[src/rtl/rcrb_pkg.sv]
// Shared types and codes for the rendezvous channel.
package rcrb_pkg;

  localparam int CMD_W    = 2;
  localparam int TID_W    = 8;
  localparam int STATUS_W = 3;
  localparam int BUFLEN_W = 5;

  typedef enum logic [CMD_W-1:0] {
    CMD_SEND   = 2'd0,
    CMD_RECV   = 2'd1,
    CMD_CANCEL = 2'd2,
    CMD_NONE   = 2'd3
  } cmd_t;

  typedef enum logic [STATUS_W-1:0] {
    ST_NOT_PENDING = 3'd0,
    ST_DONE        = 3'd1,
    ST_QUEUED      = 3'd2,
    ST_FULL        = 3'd3,
    ST_CANCELLED   = 3'd4,
    ST_NOT_FOUND   = 3'd5
  } status_t;

endpackage

[src/rtl/rcrb_req_if.sv]
// Request and result channel interfaces.
interface rcrb_req_if #(parameter int DATA_BITS = 32);
  logic                 valid;
  logic                 ready;
  logic [1:0]           command;
  logic [7:0]           tid;
  logic [DATA_BITS-1:0] data_word;
  logic                 caller_pending;
  modport source (output valid, command, tid, data_word, caller_pending, input ready);
  modport sink   (input valid, command, tid, data_word, caller_pending, output ready);
endinterface

interface rcrb_rsp_if #(parameter int DATA_BITS = 32);
  logic                 valid;
  logic                 ready;
  logic [2:0]           status;
  logic [DATA_BITS-1:0] caller_data;
  logic                 partner_valid;
  logic [7:0]           partner_thread;
  logic [DATA_BITS-1:0] partner_data;
  modport source (output valid, status, caller_data, partner_valid, partner_thread,
                  partner_data, input ready);
  modport sink   (input valid, status, caller_data, partner_valid, partner_thread,
                  partner_data, output ready);
endinterface

[src/rtl/rcrb_ring_mem.sv]
// Ring buffer word memory with registered read.
module rcrb_ring_mem #(
  parameter int DEPTH = 16,
  parameter int WIDTH = 32,
  parameter int AW    = 4
) (
  input  logic             clk,
  input  logic             we,
  input  logic [AW-1:0]    waddr,
  input  logic [WIDTH-1:0] wdata,
  input  logic [AW-1:0]    raddr,
  output logic [WIDTH-1:0] rdata
);
  logic [WIDTH-1:0] mem [DEPTH];
  always_ff @(posedge clk) begin
    if (we) mem[waddr] <= wdata;
    rdata <= mem[raddr];
  end
endmodule

[src/rtl/rcrb_wait_mem.sv]
// Wait queue entry memory (thread id, plus the word in send queue entries) with registered read.
module rcrb_wait_mem #(
  parameter int DEPTH = 8,
  parameter int WIDTH = 40,
  parameter int AW    = 3
) (
  input  logic             clk,
  input  logic             we,
  input  logic [AW-1:0]    waddr,
  input  logic [WIDTH-1:0] wdata,
  input  logic [AW-1:0]    raddr,
  output logic [WIDTH-1:0] rdata
);
  logic [WIDTH-1:0] mem [DEPTH];
  always_ff @(posedge clk) begin
    if (we) mem[waddr] <= wdata;
    rdata <= mem[raddr];
  end
endmodule

[src/rtl/rendezvous_channel_with_ring_buffer.sv]
// Request channel with a ring buffer and two wait queues held in memories with a
// registered read. A result is presented after its request has passed through the
// read, decide and output states. Releasing a waiter compacts the queue, moving
// each entry behind the released one down one slot, and a receive that refills
// the ring from a waiting sender first passes through a ring refill state. A
// cancel compares one entry a cycle, receivers first, and searches the send queue
// only when no waiting receiver matches. The result sits in an output register and
// the next request is taken the cycle after the result has been delivered. Writing
// the buffer length register empties the ring.
module rendezvous_channel_with_ring_buffer #(
  parameter int BUF_DEPTH  = 16,
  parameter int WAIT_DEPTH = 8,
  parameter int DATA_BITS  = 32
) (
  input  logic                    clk,
  input  logic                    rst_n,
  input  logic                    cfg_we,
  input  logic [4:0]              cfg_wdata,
  rcrb_req_if.sink                in_req,
  rcrb_rsp_if.source              out_rsp
);
  import rcrb_pkg::*;

  localparam int BA = (BUF_DEPTH > 1) ? $clog2(BUF_DEPTH) : 1;
  localparam int WA = (WAIT_DEPTH > 1) ? $clog2(WAIT_DEPTH) : 1;
  localparam int BC = $clog2(BUF_DEPTH + 1);
  localparam int WC = $clog2(WAIT_DEPTH + 1);
  localparam int EW = TID_W + DATA_BITS;

  typedef enum logic [6:0] {
    S_IDLE  = 7'b0000001,
    S_READ  = 7'b0000010,
    S_DEC   = 7'b0000100,
    S_RPUT  = 7'b0001000,
    S_SCAN  = 7'b0010000,
    S_SHIFT = 7'b0100000,
    S_OUT   = 7'b1000000
  } state_t;

  state_t state_r, state_nxt;

  logic [BUFLEN_W-1:0] blen_r;
  logic [BC-1:0] len;
  assign len = (32'(blen_r) > BUF_DEPTH) ? BC'(BUF_DEPTH) : BC'(blen_r);

  logic [BA-1:0] head_r, head_nxt;
  logic [BC-1:0] rcnt_r, rcnt_nxt;
  logic [WC-1:0] scnt_r, scnt_nxt, qcnt_r, qcnt_nxt;

  // request latch
  logic [CMD_W-1:0] cmd_r;
  logic [TID_W-1:0] tid_r;
  logic [DATA_BITS-1:0] word_r;
  logic pend_r;

  // scan/shift bookkeeping
  logic [WC-1:0] idx_r, idx_nxt;
  logic q_is_send_r, q_is_send_nxt;
  logic [DATA_BITS-1:0] sw_r, sw_nxt;

  // result register
  logic out_v_r, out_v_nxt;
  logic [STATUS_W-1:0] st_r, st_nxt;
  logic [DATA_BITS-1:0] cd_r, cd_nxt, pd_r, pd_nxt;
  logic pv_r, pv_nxt;
  logic [TID_W-1:0] pt_r, pt_nxt;

  // memories
  logic          rg_we;
  logic [BA-1:0] rg_wa, rg_ra;
  logic [DATA_BITS-1:0] rg_wd, rg_rd;
  logic          sq_we, rq_we;
  logic [WA-1:0] sq_wa, sq_ra, rq_wa, rq_ra;
  logic [EW-1:0] sq_wd, sq_rd;
  logic [TID_W-1:0] rq_wd, rq_rd;

  rcrb_ring_mem #(.DEPTH(BUF_DEPTH), .WIDTH(DATA_BITS), .AW(BA)) u_ring (
    .clk, .we(rg_we), .waddr(rg_wa), .wdata(rg_wd), .raddr(rg_ra), .rdata(rg_rd));
  rcrb_wait_mem #(.DEPTH(WAIT_DEPTH), .WIDTH(EW), .AW(WA)) u_sendq (
    .clk, .we(sq_we), .waddr(sq_wa), .wdata(sq_wd), .raddr(sq_ra), .rdata(sq_rd));
  rcrb_wait_mem #(.DEPTH(WAIT_DEPTH), .WIDTH(TID_W), .AW(WA)) u_recvq (
    .clk, .we(rq_we), .waddr(rq_wa), .wdata(rq_wd), .raddr(rq_ra), .rdata(rq_rd));

  // tail slot of the ring: (head + count) wrapped by len
  logic [BC:0] tail_sum;
  logic [BA-1:0] tail;
  always_comb begin
    tail_sum = (BC+1)'(head_r) + (BC+1)'(rcnt_r);
    if (tail_sum >= (BC+1)'(len)) tail_sum = tail_sum - (BC+1)'(len);
    tail = (tail_sum >= (BC+1)'(BUF_DEPTH)) ? '0 : tail_sum[BA-1:0];
  end

  logic [BC:0] head_inc;
  assign head_inc = (BC+1)'(head_r) + 1'b1;

  logic [WC-1:0] idx_p1, idx_p2;
  assign idx_p1 = idx_r + 1'b1;
  assign idx_p2 = idx_r + WC'(2);

  assign in_req.ready = (state_r == S_IDLE) && !out_v_r;

  always_comb begin
    state_nxt = state_r;
    head_nxt = head_r; rcnt_nxt = rcnt_r; scnt_nxt = scnt_r; qcnt_nxt = qcnt_r;
    idx_nxt = idx_r; q_is_send_nxt = q_is_send_r; sw_nxt = sw_r;
    out_v_nxt = out_v_r; st_nxt = st_r; cd_nxt = cd_r; pv_nxt = pv_r;
    pt_nxt = pt_r; pd_nxt = pd_r;
    rg_we = 1'b0; rg_wa = tail; rg_wd = word_r; rg_ra = head_r;
    sq_we = 1'b0; sq_wa = scnt_r[WA-1:0]; sq_wd = {tid_r, word_r}; sq_ra = '0;
    rq_we = 1'b0; rq_wa = qcnt_r[WA-1:0]; rq_wd = tid_r; rq_ra = '0;
    if (out_v_r && out_rsp.ready) out_v_nxt = 1'b0;
    unique case (state_r)
      S_IDLE: begin
        if (in_req.valid && in_req.ready) state_nxt = S_READ;
      end
      S_READ: begin
        // address heads; data arrives next cycle
        idx_nxt = '0;
        st_nxt = ST_NOT_PENDING; cd_nxt = '0; pv_nxt = 1'b0; pt_nxt = '0; pd_nxt = '0;
        state_nxt = S_DEC;
      end
      S_DEC: begin
        state_nxt = S_OUT;
        if (cmd_r == CMD_SEND && pend_r) begin
          if (qcnt_r != '0) begin
            pt_nxt = rq_rd; pv_nxt = 1'b1; pd_nxt = word_r; st_nxt = ST_DONE;
            q_is_send_nxt = 1'b0; rq_ra = idx_p1[WA-1:0];
            state_nxt = S_SHIFT;
          end else if (len != '0 && rcnt_r < len) begin
            rg_we = 1'b1; rcnt_nxt = rcnt_r + 1'b1; st_nxt = ST_DONE;
          end else if (32'(scnt_r) < WAIT_DEPTH) begin
            sq_we = 1'b1; scnt_nxt = scnt_r + 1'b1; st_nxt = ST_QUEUED;
          end else st_nxt = ST_FULL;
        end else if (cmd_r == CMD_RECV && pend_r) begin
          if (scnt_r != '0) begin
            pt_nxt = sq_rd[EW-1:DATA_BITS]; pv_nxt = 1'b1; st_nxt = ST_DONE;
            q_is_send_nxt = 1'b1; sq_ra = idx_p1[WA-1:0];
            if (len != '0 && rcnt_r != '0) begin
              cd_nxt = rg_rd; sw_nxt = sq_rd[DATA_BITS-1:0];
              head_nxt = (head_inc >= (BC+1)'(len)) ? '0 : head_inc[BA-1:0];
              rcnt_nxt = rcnt_r - 1'b1;
              state_nxt = S_RPUT;
            end else begin
              cd_nxt = sq_rd[DATA_BITS-1:0];
              state_nxt = S_SHIFT;
            end
          end else if (len != '0 && rcnt_r != '0) begin
            cd_nxt = rg_rd; st_nxt = ST_DONE;
            head_nxt = (head_inc >= (BC+1)'(len)) ? '0 : head_inc[BA-1:0];
            rcnt_nxt = rcnt_r - 1'b1;
          end else if (32'(qcnt_r) < WAIT_DEPTH) begin
            rq_we = 1'b1; qcnt_nxt = qcnt_r + 1'b1; st_nxt = ST_QUEUED;
          end else st_nxt = ST_FULL;
        end else if (cmd_r == CMD_CANCEL) begin
          st_nxt = ST_NOT_FOUND;
          q_is_send_nxt = 1'b0;
          state_nxt = S_SCAN;
        end
      end
      S_RPUT: begin
        // refill the ring tail with the released sender's word; keep entry 1 in view
        rg_we = 1'b1; rg_wd = sw_r; rcnt_nxt = rcnt_r + 1'b1;
        sq_ra = idx_p1[WA-1:0];
        state_nxt = S_SHIFT;
      end
      S_SCAN: begin
        // read data holds entry idx_r of the queue being searched
        if (!q_is_send_r) begin
          rq_ra = idx_p1[WA-1:0];
          if (idx_r >= qcnt_r) begin
            // send queue head is still in view
            q_is_send_nxt = 1'b1; idx_nxt = '0;
          end else if (rq_rd == tid_r) begin
            st_nxt = ST_CANCELLED; state_nxt = S_SHIFT;
          end else idx_nxt = idx_p1;
        end else begin
          sq_ra = idx_p1[WA-1:0];
          if (idx_r >= scnt_r) begin
            state_nxt = S_OUT;
          end else if (sq_rd[EW-1:DATA_BITS] == tid_r) begin
            st_nxt = ST_CANCELLED; state_nxt = S_SHIFT;
          end else idx_nxt = idx_p1;
        end
      end
      S_SHIFT: begin
        // read data holds entry idx_r+1; move it down and read one ahead
        if (q_is_send_r) begin
          sq_ra = idx_p2[WA-1:0];
          if (idx_p1 >= scnt_r) begin
            scnt_nxt = scnt_r - 1'b1; state_nxt = S_OUT;
          end else begin
            sq_we = 1'b1; sq_wa = idx_r[WA-1:0]; sq_wd = sq_rd; idx_nxt = idx_p1;
          end
        end else begin
          rq_ra = idx_p2[WA-1:0];
          if (idx_p1 >= qcnt_r) begin
            qcnt_nxt = qcnt_r - 1'b1; state_nxt = S_OUT;
          end else begin
            rq_we = 1'b1; rq_wa = idx_r[WA-1:0]; rq_wd = rq_rd; idx_nxt = idx_p1;
          end
        end
      end
      S_OUT: begin
        if (!out_v_r) begin
          out_v_nxt = 1'b1; state_nxt = S_IDLE;
        end
      end
      default: state_nxt = S_IDLE;
    endcase
  end

  always_ff @(posedge clk) begin
    if (!rst_n) begin
      state_r <= S_IDLE; blen_r <= '0; head_r <= '0; rcnt_r <= '0;
      scnt_r <= '0; qcnt_r <= '0; out_v_r <= 1'b0;
    end else begin
      state_r <= state_nxt; scnt_r <= scnt_nxt; qcnt_r <= qcnt_nxt;
      out_v_r <= out_v_nxt;
      if (cfg_we) begin
        blen_r <= cfg_wdata; head_r <= '0; rcnt_r <= '0;
      end else begin
        head_r <= head_nxt; rcnt_r <= rcnt_nxt;
      end
    end
  end

  always_ff @(posedge clk) begin
    if (in_req.valid && in_req.ready) begin
      cmd_r <= in_req.command; tid_r <= in_req.tid;
      word_r <= in_req.data_word; pend_r <= in_req.caller_pending;
    end
    idx_r <= idx_nxt; q_is_send_r <= q_is_send_nxt; sw_r <= sw_nxt;
    st_r <= st_nxt; cd_r <= cd_nxt; pv_r <= pv_nxt; pt_r <= pt_nxt; pd_r <= pd_nxt;
  end

  assign out_rsp.valid          = out_v_r;
  assign out_rsp.status         = st_r;
  assign out_rsp.caller_data    = cd_r;
  assign out_rsp.partner_valid  = pv_r;
  assign out_rsp.partner_thread = pt_r;
  assign out_rsp.partner_data   = pd_r;

`ifndef SYNTHESIS
  a_rcnt_bound: assert property (@(posedge clk) disable iff (!rst_n)
    rcnt_r <= BC'(BUF_DEPTH)) else $error("ring count overflow");
  a_scnt_bound: assert property (@(posedge clk) disable iff (!rst_n)
    32'(scnt_r) <= WAIT_DEPTH) else $error("send queue overflow");
  a_one_req: assert property (@(posedge clk) disable iff (!rst_n)
    (in_req.valid && in_req.ready) |=> !in_req.ready) else $error("request overlap");
`endif
endmodule
[src/flat_wrapper.sv]
// flat-port wrapper written by rule: the top's interface ports become plain ports
module rendezvous_channel_with_ring_buffer_flat import rcrb_pkg::*;
#(
  parameter int BUF_DEPTH  = 16,
  parameter int WAIT_DEPTH = 8,
  parameter int DATA_BITS  = 32
)
  (clk, rst_n, cfg_we, cfg_wdata, in_req_valid, in_req_command, in_req_tid, in_req_data_word, in_req_caller_pending, in_req_ready, out_rsp_valid, out_rsp_status, out_rsp_caller_data, out_rsp_partner_valid, out_rsp_partner_thread, out_rsp_partner_data, out_rsp_ready);
  rcrb_req_if #(.DATA_BITS(DATA_BITS)) in_req_i ();
  rcrb_rsp_if #(.DATA_BITS(DATA_BITS)) out_rsp_i ();
  input  logic clk;
  input  logic rst_n;
  input  logic cfg_we;
  input  logic [4:0] cfg_wdata;
  input wire logic [$bits(in_req_i.valid)-1:0] in_req_valid;
  input wire logic [$bits(in_req_i.command)-1:0] in_req_command;
  input wire logic [$bits(in_req_i.tid)-1:0] in_req_tid;
  input wire logic [$bits(in_req_i.data_word)-1:0] in_req_data_word;
  input wire logic [$bits(in_req_i.caller_pending)-1:0] in_req_caller_pending;
  output wire logic [$bits(in_req_i.ready)-1:0] in_req_ready;
  output wire logic [$bits(out_rsp_i.valid)-1:0] out_rsp_valid;
  output wire logic [$bits(out_rsp_i.status)-1:0] out_rsp_status;
  output wire logic [$bits(out_rsp_i.caller_data)-1:0] out_rsp_caller_data;
  output wire logic [$bits(out_rsp_i.partner_valid)-1:0] out_rsp_partner_valid;
  output wire logic [$bits(out_rsp_i.partner_thread)-1:0] out_rsp_partner_thread;
  output wire logic [$bits(out_rsp_i.partner_data)-1:0] out_rsp_partner_data;
  input wire logic [$bits(out_rsp_i.ready)-1:0] out_rsp_ready;
  assign in_req_i.valid = in_req_valid;
  assign in_req_i.command = in_req_command;
  assign in_req_i.tid = in_req_tid;
  assign in_req_i.data_word = in_req_data_word;
  assign in_req_i.caller_pending = in_req_caller_pending;
  assign in_req_ready = in_req_i.ready;
  assign out_rsp_valid = out_rsp_i.valid;
  assign out_rsp_status = out_rsp_i.status;
  assign out_rsp_caller_data = out_rsp_i.caller_data;
  assign out_rsp_partner_valid = out_rsp_i.partner_valid;
  assign out_rsp_partner_thread = out_rsp_i.partner_thread;
  assign out_rsp_partner_data = out_rsp_i.partner_data;
  assign out_rsp_i.ready = out_rsp_ready;
  rendezvous_channel_with_ring_buffer #(.BUF_DEPTH(BUF_DEPTH), .WAIT_DEPTH(WAIT_DEPTH), .DATA_BITS(DATA_BITS)) u_core (.clk(clk), .rst_n(rst_n), .cfg_we(cfg_we), .cfg_wdata(cfg_wdata), .in_req(in_req_i), .out_rsp(out_rsp_i));
endmodule
[config.mk]
export PLATFORM = sky130hd
export DESIGN_NAME = rendezvous_channel_with_ring_buffer_flat
export DESIGN_NICKNAME = d
export VERILOG_FILES = /design/src/rtl/rcrb_pkg.sv /design/src/rtl/rcrb_req_if.sv /design/src/rtl/rcrb_ring_mem.sv /design/src/rtl/rcrb_wait_mem.sv /design/src/rtl/rendezvous_channel_with_ring_buffer.sv /design/src/flat_wrapper.sv
export SDC_FILE = /design/constraint.sdc
export NUM_CORES = 1
export LEC_CHECK = 0
export ABC_AREA = 1
export BUFFER_PORTS_ARGS = -buffer_cell sky130_fd_sc_hd__buf_2
export CAP_MARGIN = 20
export CORE_MARGIN = 10
export CORE_UTILIZATION = 50
export CTS_CLUSTER_DIAMETER = 80
export CTS_CLUSTER_SIZE = 16
export DETAILED_ROUTE_END_ITERATION = 8
export HOLD_SLACK_MARGIN = 0.03
export PLACE_DENSITY = 0.66
export SLEW_MARGIN = 30
export SYNTH_ARGS = -nofsm -noshare
export SYNTH_HDL_FRONTEND = slang
export SYNTH_SLANG_ARGS = --single-unit
[constraint.sdc]
create_clock -name clk -period 8.85 [get_ports clk]
set_clock_uncertainty 0.15 [all_clocks]
set_input_delay 1.3275 -clock clk [delete_from_list [all_inputs] [get_ports clk]]
set_output_delay 1.3275 -clock clk [all_outputs]
set_load 0.05 [all_outputs]
# == Word-level counts from Yosys, hierarchy flattened ==
# Memory sizes are Yosys's and may differ from the RTL's. A register that Yosys moved wholly into a read port is not among the register bits.
# Index checks and enable logic that the tools add are counted.
# classes
add_sub_neg,11
order_cmp,11
eq_ne,47
mux,144
bitwise_logic,2
n_reduce_logical,32
# op_table
cell,n
$mux 32,8
$pmux 32 s2,2
$mux 40,3
$mux 7,15
$mux 4,23
$mux 3,27
$mux 8,7
$pmux 7 s7,1
$mux 1,37
$mux 5,6
$ne 3x3->1 const B,8
$ne 3x1->1 const B,6
$pmux 3 s3,2
$eq 8x8->1,2
$ge 4x4->1,4
$ne 2x1->1 const B,8
$ne 2x2->1 const B,8
$pmux 4 s2,2
$pmux 8 s2,1
$reduce_and 4->1,4
$reduce_and 7->1,2
$add 4x1->4 const B,3
$ge 6x5->1,2
$mux 6,2
42 further kinds,64
# word_totals
reg_bits,186
ram_bits,896
inputBits,53
out_inout_bits,78
wordCells,269
memories,3
# mem_list
memory,words,width,read_ports,rd_clocked_by_memory_dff,wr,line,text
u_core.u_ring.mem,16,32,1,1,1,rcrb_ring_mem.sv:14,logic [WIDTH-1:0] mem [DEPTH];
u_core.u_sendq.mem,8,40,1,1,1,rcrb_wait_mem.sv:14,logic [WIDTH-1:0] mem [DEPTH];
u_core.u_recvq.mem,8,8,1,1,1,rcrb_wait_mem.sv:14,

# == Logic depth before layout (Yosys ltp) ==
# Gate-level depths: netlist (run 1).
# logic_depth
depth_word,11
ltp_mapped,22
mapped_depth_nobuf,21

# == Modules after synthesis ==
# From an unflattened synthesis (run 1), not the netlist that was laid out.
# unflattened
hier_cells,4968
area_unflattened_um2,50569.8
# by_module_without_submodules
mod,n_inst,cells_per_inst,area_per_inst_um2,seq_area_each_um2
rcrb_ring_mem,1,2120,22730.6,16015.4
rcrb_wait_mem (u_core.u_sendq),1,1441,14799.2,10410.0
rendezvous_channel_with_ring_buffer,1,1104,9989.6,5285.1
rcrb_wait_mem (u_core.u_recvq),1,303,3050.4,2082.0

# == Worst setup path before layout (run 1) ==
# OpenSTA, ideal clock, no wires.
# synth_path
path_type,flip-flop to flip-flop
start,register u_core.head_r[1]
end,"memory u_core.u_ring.mem[2][0], in the netlist u_core.u_ring.mem[1][0], enable pin"
setup_ns,0.421
t_arrival_ns,4.322
t_required_ns,8.279
setup_slack_ns,3.957
stages_incl_launch_ff,23
path_buffers,3
period_less_slack_ns,4.893
cell_sequence,dfxtp_1 > inv_1 > clkbuf_1 > clkbuf_1 > fa_1 > nand3b_1 > nand2_1 > nand2_1 > nand2_1 > inv_1 > ha_1 > nand3_1 > nor2_1 > nor2_1 > nand2_1 > nor2_2 > nand2_1 > nand2_1 > nor2_1 > buf_2 > nand2_1 > nand2_1 > nor2_1
# synth_via
elab_chain_cells,5
word_cells_on_any_way,6
classes_between,add/sub (2); order compare (2); mux (2)
# synth_rtl
element,line,text
from (decl),rendezvous_channel_with_ring_buffer.sv:46,"logic [BA-1:0] head_r, head_nxt;"
from (signal assigned),rendezvous_channel_with_ring_buffer.sv:222,head_r <= head_nxt; rcnt_r <= rcnt_nxt;
$add 4x5->6 (*),rendezvous_channel_with_ring_buffer.sv:88,tail_sum = (BC+1)'(head_r) + (BC+1)'(rcnt_r);
$sub 6x5->6 / $ge 6x5->1 (equally long branches),rendezvous_channel_with_ring_buffer.sv:89,if (tail_sum >= (BC+1)'(len)) tail_sum = tail_sum - (BC+1)'(len);
$mux 6 (*),rendezvous_channel_with_ring_buffer.sv:89,
$ge 6x5->1,rendezvous_channel_with_ring_buffer.sv:90,tail = (tail_sum >= (BC+1)'(BUF_DEPTH)) ? '0 : tail_sum[BA-1:0];
$mux 4 (*),rendezvous_channel_with_ring_buffer.sv:90,
to (decl),rcrb_ring_mem.sv:14,
# Mark *: on every way between the ends. The rest lies on a longest branch, timed or not.

# == Final worst setup path (run 1) ==
# layout_path
start,register u_core.head_r[1]
end,"memory u_core.u_ring.mem[4][20], in the netlist u_core.u_ring.mem[2][20], enable pin"
# Same word-level chain as after synthesis.

==> results of run 1 <==
==> power by group through the flow <==
stage | clock, mW | sequential [mW] | combinational [mW]
after floorplan | 0 | 6.63 | 0.556
after global placement | 0 | 6.56 | 1.09
after detailed placement | 0 | 6.56 | 1.11
after CTS | 3.76 | 6.44 | 1.11
after global routing | 3.96 | 6.45 | 1.23
final | 3.69 | 6.44 | 1.12
==> worst max-delay path, cell delays in order (launching register included) <==
cell and delay, ns:
dfxtp_4 0.84, clkinv_2 0.75, fa_1 0.67, nand3b_1 0.19, nand2_1 0.08, nand2_1 0.05
nand2_1 0.10, inv_1 0.07, ha_1 0.35, nand3_1 0.09, nor2_1 0.04, nor2_1 0.12
nand3_1 0.19, nand2_1 0.11, nand2_1 0.05, nor2_1 0.50, nand4_1 0.44, nor2_4 0.67
buf_4 0.42
==> placed cells by master, fill, tap and decap left out, drive strengths merged <==
cell,n
nor3b,1
or2,1
a21oi,31
o21ai,411
nor4,1
inv,414
nor2,473
a21o,2
nand4,11
nor3,9
xnor2,16
a31oi,2
buf,221
o22ai,29
edfxtp,1052
o211ai,31
clkinv,5
clkbuf,144
clkinvlp,2
o21bai,1
nand2b,1
nand2,733
nand3b,150
o21a,2
xor2,11
a211oi,4
and3,1
a22oi,9
nand3,331
fa,4
dfxtp,110
o221ai,101
o2111a,1
ha,43
==> metal layers <==
metal	GRT usage, %	wire length [um]	up-vias
met2	34.1	55700	1119
met1	30.2	52000	15300
met5	0	20	-
met3	3.60	8700	188
li1	-	-	14800
met4	6.43	2860	2
==> cells in the mapped netlist (31+ instances only) <==
cell	n	area [um2]
edfxtp_1	1052	31600
buf_2	65	325
nand3_1	330	1650
dfxtp_1	110	2200
o211ai_1	31	233
nand3b_1	150	1130
ha_1	43	538
o221ai_1	101	885
a21oi_1	31	155
nand2_1	726	2730
nor2_1	464	1740
o21ai_0	407	2040
inv_1	401	1510
clkbuf_1	139	522
==> worst paths after layout <==
kind	start	to	slack [ns]
setup / recovery	u_core.head_r[1]	u_core.u_ring.mem[2][20]	2.60
hold reg to reg	u_core.u_sendq.rdata[31]	u_core.sw_r[31]	0.29
hold / removal	u_core.u_sendq.rdata[31]	u_core.sw_r[31]	0.29
setup reg to reg	u_core.head_r[1]	u_core.u_ring.mem[2][20]	2.60
==> registers in the layout (all words and copies together) (netlist names), 5 cells and up <==
signal / count
u_core.sw_r: 32
u_core.blen_r: 5
u_core.u_recvq.mem: 64
u_core.state_r: 7
u_core.u_ring.rdata: 32
u_core.out_rsp.caller_data: 32
u_core.out_rsp.partner_thread: 8
u_core.u_ring.mem: 512
u_core.out_rsp.partner_data: 32
u_core.u_sendq.mem: 320
u_core.tid_r: 8
u_core.u_sendq.rdata: 40
u_core.rcnt_r: 5
u_core.u_recvq.rdata: 8
u_core.word_r: 32
==> final cells by class <==
type                    instances  area (um2)
well taps                    1276        1600
fillers                      8018       43000
clock buffers                 144        2350
inverters                     410        1550
multi-input cells            2410       12300
repair buffers                221        1570
clock inverters                11         148
flip-flops and latches       1162       33800
==> logic make-up (layout without fill, tap and decap cells) <==
group                      count (synthesis)  count (layout)
xor gates and xnor gates                  27              27
DFF                                     1162            1162
AOI/OAI and AO/OA                        624             624
buffers and inverters                    639             786
and+or+nand+nor                         1712            1712
adders and majority gates                 47              47
==> per-stage QoR <==
stage	setup slack, ns	cell area, um2	hold slack (ns)
final	2.60	53300	0.290
after detailed placement	2.59	50800	0.288
after global placement	2.57	50500	0.285
after floorplan	3.96	48300	0.275
after CTS	2.57	53300	0.296
after global routing	2.19	53300	0.303
==> flow_metrics.tcl, run 1 <==
set metrics [dict create \
    status "complete, no violations" \
    yosys.area_share.simple_pct 15.6 \
    die_w_um 331 \
    hp-class "reg -> reg" \
    yosysUniqueCellTypes 46 \
    dieArea_mm2 0.110 \
    drt_pass1_iterations 5 \
    grt_max_degree 198 \
    drc 0 \
    grtUsageTotal_pct 21.4 \
    whs_path_depth 0 \
    via_per_inst 5.58 \
    seq_power_share_pct 57.2 \
    synth-adder-area-share_pct 1.28 \
    post_cts_resized 0 \
    ys_ff_latch 1162 \
    worstMarginPinSlew_ns 0.977 \
    grt_pass1_wl_mm 181 \
    num-nets-final 4389 \
    maxCapViolCount 0 \
    die_h_um 331 \
    antenna_left 0 \
    cts_hold_buf 0 \
    switchingPower_mw 2.82 \
    drtIter0Drc 3038 \
    clkPwrFrac_pct 32.8 \
    setup_viol 0 \
    tns_ns 0 \
    cts_sinks 1162 \
    finalHoldViolations 0 \
    cts_htree_levels 3 \
    rsz0062_at_grt "false" \
    clk_latency_ns 0.68 \
    async_flop_share_pct 0 \
    grt_pass1_vias 30000 \
    cts_root_buf "clkbuf_16" \
    worst-setup-path-type "reg -> reg" \
    io_pins 131 \
    syn_avg_cell_area_um2 11.5 \
    clk_pin_slew_worst_paths_ns 0.07 \
    gp_congestion 0.864 \
    area_growth_pct 10.3 \
    overflow 0 \
    min_period_over_period_pct 70.7 \
    synth_enable_flop_cells 1052 \
    ys_seq_area_share_pct 69.9 \
    row_count 114 \
    synth_compound_area_share_pct 7.61 \
    diodes 0 \
    synthMuxAreaShare_pct 0 \
    synthFlopType "edfxtp_1" \
    dp.cells 5478 \
    slew_headroom_pct 34.1 \
    cts.path.max_buffers 3 \
    max_freq_ghz 0.160 \
    cp_max_fo 67 \
    worstRegToRegCells 18 \
    setup.worst_path.end_class "flip-flop" \
    p_total_mw 11.2 \
    final_cell_count_no_fill 5634 \
    synthCells 4211 \
    irDropWorstVdd_mv 0.158 \
    sw_frac_of_total_pct 25.0 \
    coreArea_mm2 0.0963 \
    p_per_area_mw_per_mm2 211 \
    buffer_ports.inserted 130 \
    synth_top_family_by_area "simple AND/OR/NAND/NOR gates" \
    fin_crit_ns 6.25 \
    cp-start-kind "flip-flop" \
    synth_nets 4311 \
    num_vias 31500 \
    syn-cell-area_mm2 0.0483 \
    p_leak_nw 19.6 \
    antenna_found_initial 1 \
    drt_wl_total_mm 119 \
    combPwrFrac_pct 9.9 \
    layout-drive-gt1-share_pct 8.93 \
    place_hpwl_mm 71.5 \
    cts_buffers 84 \
    start_util_pct 50.2 \
    required_ns 9.04 \
    yosysWarnings 0 \
    tritoncts "built" \
    drv_slew 0 \
    cp.arrival_ns 6.45 \
    cts_setup_buffers 0 \
    p_int_mw 8.43 \
    wl_per_cell_um 21.2 \
    synth_xor_area_share_pct 0.489 \
    finish.utilization_pct 55.4 \
]
Note: power is estimated with default switching activity, not from simulation.
==> run 2: changes to the inputs <==
--- a/config.mk
+++ b/config.mk
@@ -14,7 +14,7 @@
 export CTS_CLUSTER_SIZE = 16
 export DETAILED_ROUTE_END_ITERATION = 8
 export HOLD_SLACK_MARGIN = 0.03
-export PLACE_DENSITY = 0.66
+export PLACE_DENSITY = 0.69
 export SLEW_MARGIN = 30
 export SYNTH_ARGS = -nofsm -noshare
 export SYNTH_HDL_FRONTEND = slang
==> constraint.sdc (replaced) <==
create_clock -name clk -period 5.62 [get_ports clk]
set_clock_uncertainty 0.15 [all_clocks]
set_input_delay 0.843 -clock clk [delete_from_list [all_inputs] [get_ports clk]]
set_output_delay 0.843 -clock clk [all_outputs]
set_load 0.05 [all_outputs]
==> run 2 against run 1 <==
  * Core utilization is essentially flat
  * Die area is the same
  * Non-clock buffer count grew 10
  * Power grew 58%
  * Worst setup slack lost 2.1 ns
==> flow_metrics.tcl, run 2 (same netlist as run 1, synthesis figures left out) <==
set metrics [dict create \
    status "complete, no violations" \
    grt_pass1_wl_mm 182 \
    cts_hold_buf 0 \
    drtIter0Drc 3573 \
    coreArea_mm2 0.0963 \
    clk_pin_slew_worst_paths_ns 0.08 \
    layout-drive-gt1-share_pct 9.05 \
    reg2reg_from "u_core.head_r[0]" \
    min-delay-start "in_req_data_word[27]" \
    setup_viol 0 \
    cts_buffers 84 \
    finalHoldViolations 0 \
    slew_headroom_pct 29.5 \
    worstRegToRegCells 19 \
    p_per_area_mw_per_mm2 333 \
    max_freq_ghz 0.196 \
    hp-class "in -> reg" \
    layout_common_cells "edfxtp_1 (1,052), nand2_1 (723), nor2_1 (438), inv_1 (396), o21ai_0 (395)" \
    buffer_ports.inserted 130 \
    area_growth_pct 10.3 \
    maxCapViolCount 0 \
    drt_wl_total_mm 120 \
    largest_register_ffs 512 \
    cp.arrival_ns 5.31 \
    crit_family "simple AND/OR/NAND/NOR gates" \
    grt_max_degree 245 \
    cts_root_buf "clkbuf_16" \
    dpl_cell_area_mm2 0.0508 \
    cp-start-kind "flip-flop" \
    worst-setup-path-type "reg -> reg" \
    post_cts_resized 0 \
    crit_path_max_incr_delay_ns 0.68 \
    cts_sinks 1162 \
    num-nets-final 4399 \
    antenna_left 0 \
    grtUsageTotal_pct 21.6 \
    place_hpwl_mm 72.4 \
    clk_latency_ns 0.66 \
    die_h_um 331 \
    biggestRegsByFlops "u_core.u_ring.mem x512, u_core.u_sendq.mem x320, u_core.u_recvq.mem x64" \
    grt_pass1_vias 30000 \
    drc 0 \
    cp_max_fo 20 \
    drt_pass1_iterations 8 \
    fin_crit_ns 5.11 \
    hold_end "u_core.word_r[27]" \
    dieArea_mm2 0.110 \
    worstMarginPinSlew_ns 1.05 \
    cts.path.max_buffers 3 \
    setup.worst_path.end_class "flip-flop" \
    irDropWorstVdd_mv 0.232 \
    io_pins 131 \
    required_ns 5.82 \
    crit_chain "ha_1 -> inv_1 -> fa_1 -> nand3b_1 -> nand2_1 -> nand2_1 -> nand2_1 -> inv_1 -> ha_1 -> nand3_1 -> nor2_1 -> nor2_1 -> nand3_1 -> nand2_1 -> nand2_1 -> nor2_1 -> nand4_1 -> nor2_4 -> buf_12" \
    rsz0062_at_grt "false" \
    tritoncts "built" \
    cts_htree_levels 3 \
    slowest_stage "nor2_4" \
    final_common_cell "edfxtp_1" \
    antenna_found_initial 0 \
    rrSetupSlack_ns 0.51 \
    row_count 114 \
    cpMostUsedCell "nand2_1" \
    gp_congestion 0.881 \
    min_period_over_period_pct 90.9 \
    p_leak_nw 19.7 \
    die_w_um 331 \
    r2r-end "u_core.u_ring.mem[15][18]" \
    diodes 0 \
    cts_setup_buffers 0 \
    num_vias 31600 \
    cp_num_buf_inv 3 \
    overflow 0 \
    whs_path_depth 1 \
    final_area_mm2 0.0533 \
    drv_slew 0 \
    wl_per_cell_um 21.3 \
    tns_ns 0 \
    start_util_pct 50.2 \
    max_flop_register "u_core.u_ring.mem" \
    via_per_inst 5.59 \
]
-- run 2: changes by cell type in the layout (fill, tap and decap cells not counted), sizes merged --
cell / previous run / this run
clkinvlp: 2 / 0
buf: 221 / 231
-- run 2: area by class of cell --
class                           instances  area [um2]
Fill cell                            7993       42900
Sequential cell                      1162       33800
Multi-Input combinational cell       2410       12300
Clock buffer                          144        2370
Timing Repair Buffer                  231        1620
Tap cell                             1276        1600
Inverter                              410        1550
Clock inverter                          9         103
-- run 2: through the flow --
step / worst slack, ns / hold WS, ns / instances / power, mW / utilization, %
final: 0.510 / 0.203 / 5642 / 17.8 / 55.4
after global routing: 0.135 / 0.181 / 5642 / 18.3 / 55.4
after CTS: 0.541 / 0.178 / 5639 / 17.8 / 55.3
after detailed placement: 0.533 / 0.287 / 5486 / 12.1 / 52.7
after global placement: 0.635 / 0.282 / 5484 / 12.1 / 52.7
after floorplan: 0.727 / 0.275 / 4211 / 11.3 / -
-- run 2: metal layers --
metal  part of all wire, %  GRT usage, %  wire (um)  vias to the layer above
li1                      -             -          -                    14800
met1                    43          30.6      51300                    15200
met2                    46          33.9      55400                     1311
met3                   8.7          3.80      10500                      197
met4                   2.6          6.34       3130                        0
met5                     0             0          0                        -
-- run 2: power by group --
part           internal (mW)  leakage, nW  switching (mW)
registers               10.0         10.4           0.110
clock network           2.90         1.18            2.90
logic                  0.378         8.11            1.45
-- run 2: how the worst max path moves through the flow --
stage | slack, ns | end | startpoint | depth (start not counted)
after floorplan | 0.73 | u_core.u_ring.mem[1][0] | u_core.head_r[1] | 22
after CTS | 0.54 | u_core.u_ring.mem[15][4] | u_core.head_r[0] | 19
after global placement | 0.64 | u_core.u_ring.mem[15][19] | u_core.head_r[0] | 19
after detailed placement | 0.53 | u_core.u_ring.mem[15][19] | u_core.head_r[0] | 17
after global routing | 0.13 | u_core.u_ring.mem[15][23] | u_core.head_r[0] | 19
final | 0.51 | u_core.u_ring.mem[15][18] | u_core.head_r[0] | 19
-- run 2: worst reg2reg max path, stage by stage, from the launching register on --
cell	delay, ns
dfxtp_4	0.52
ha_1	0.25
inv_1	0.08
fa_1	0.41
nand3b_1	0.20
nand2_1	0.08
nand2_1	0.05
nand2_1	0.11
inv_1	0.07
ha_1	0.35
nand3_1	0.09
nor2_1	0.04
nor2_1	0.13
nand3_1	0.18
nand2_1	0.10
nand2_1	0.05
nor2_1	0.47
nand4_1	0.51
nor2_4	0.68
buf_12	0.27
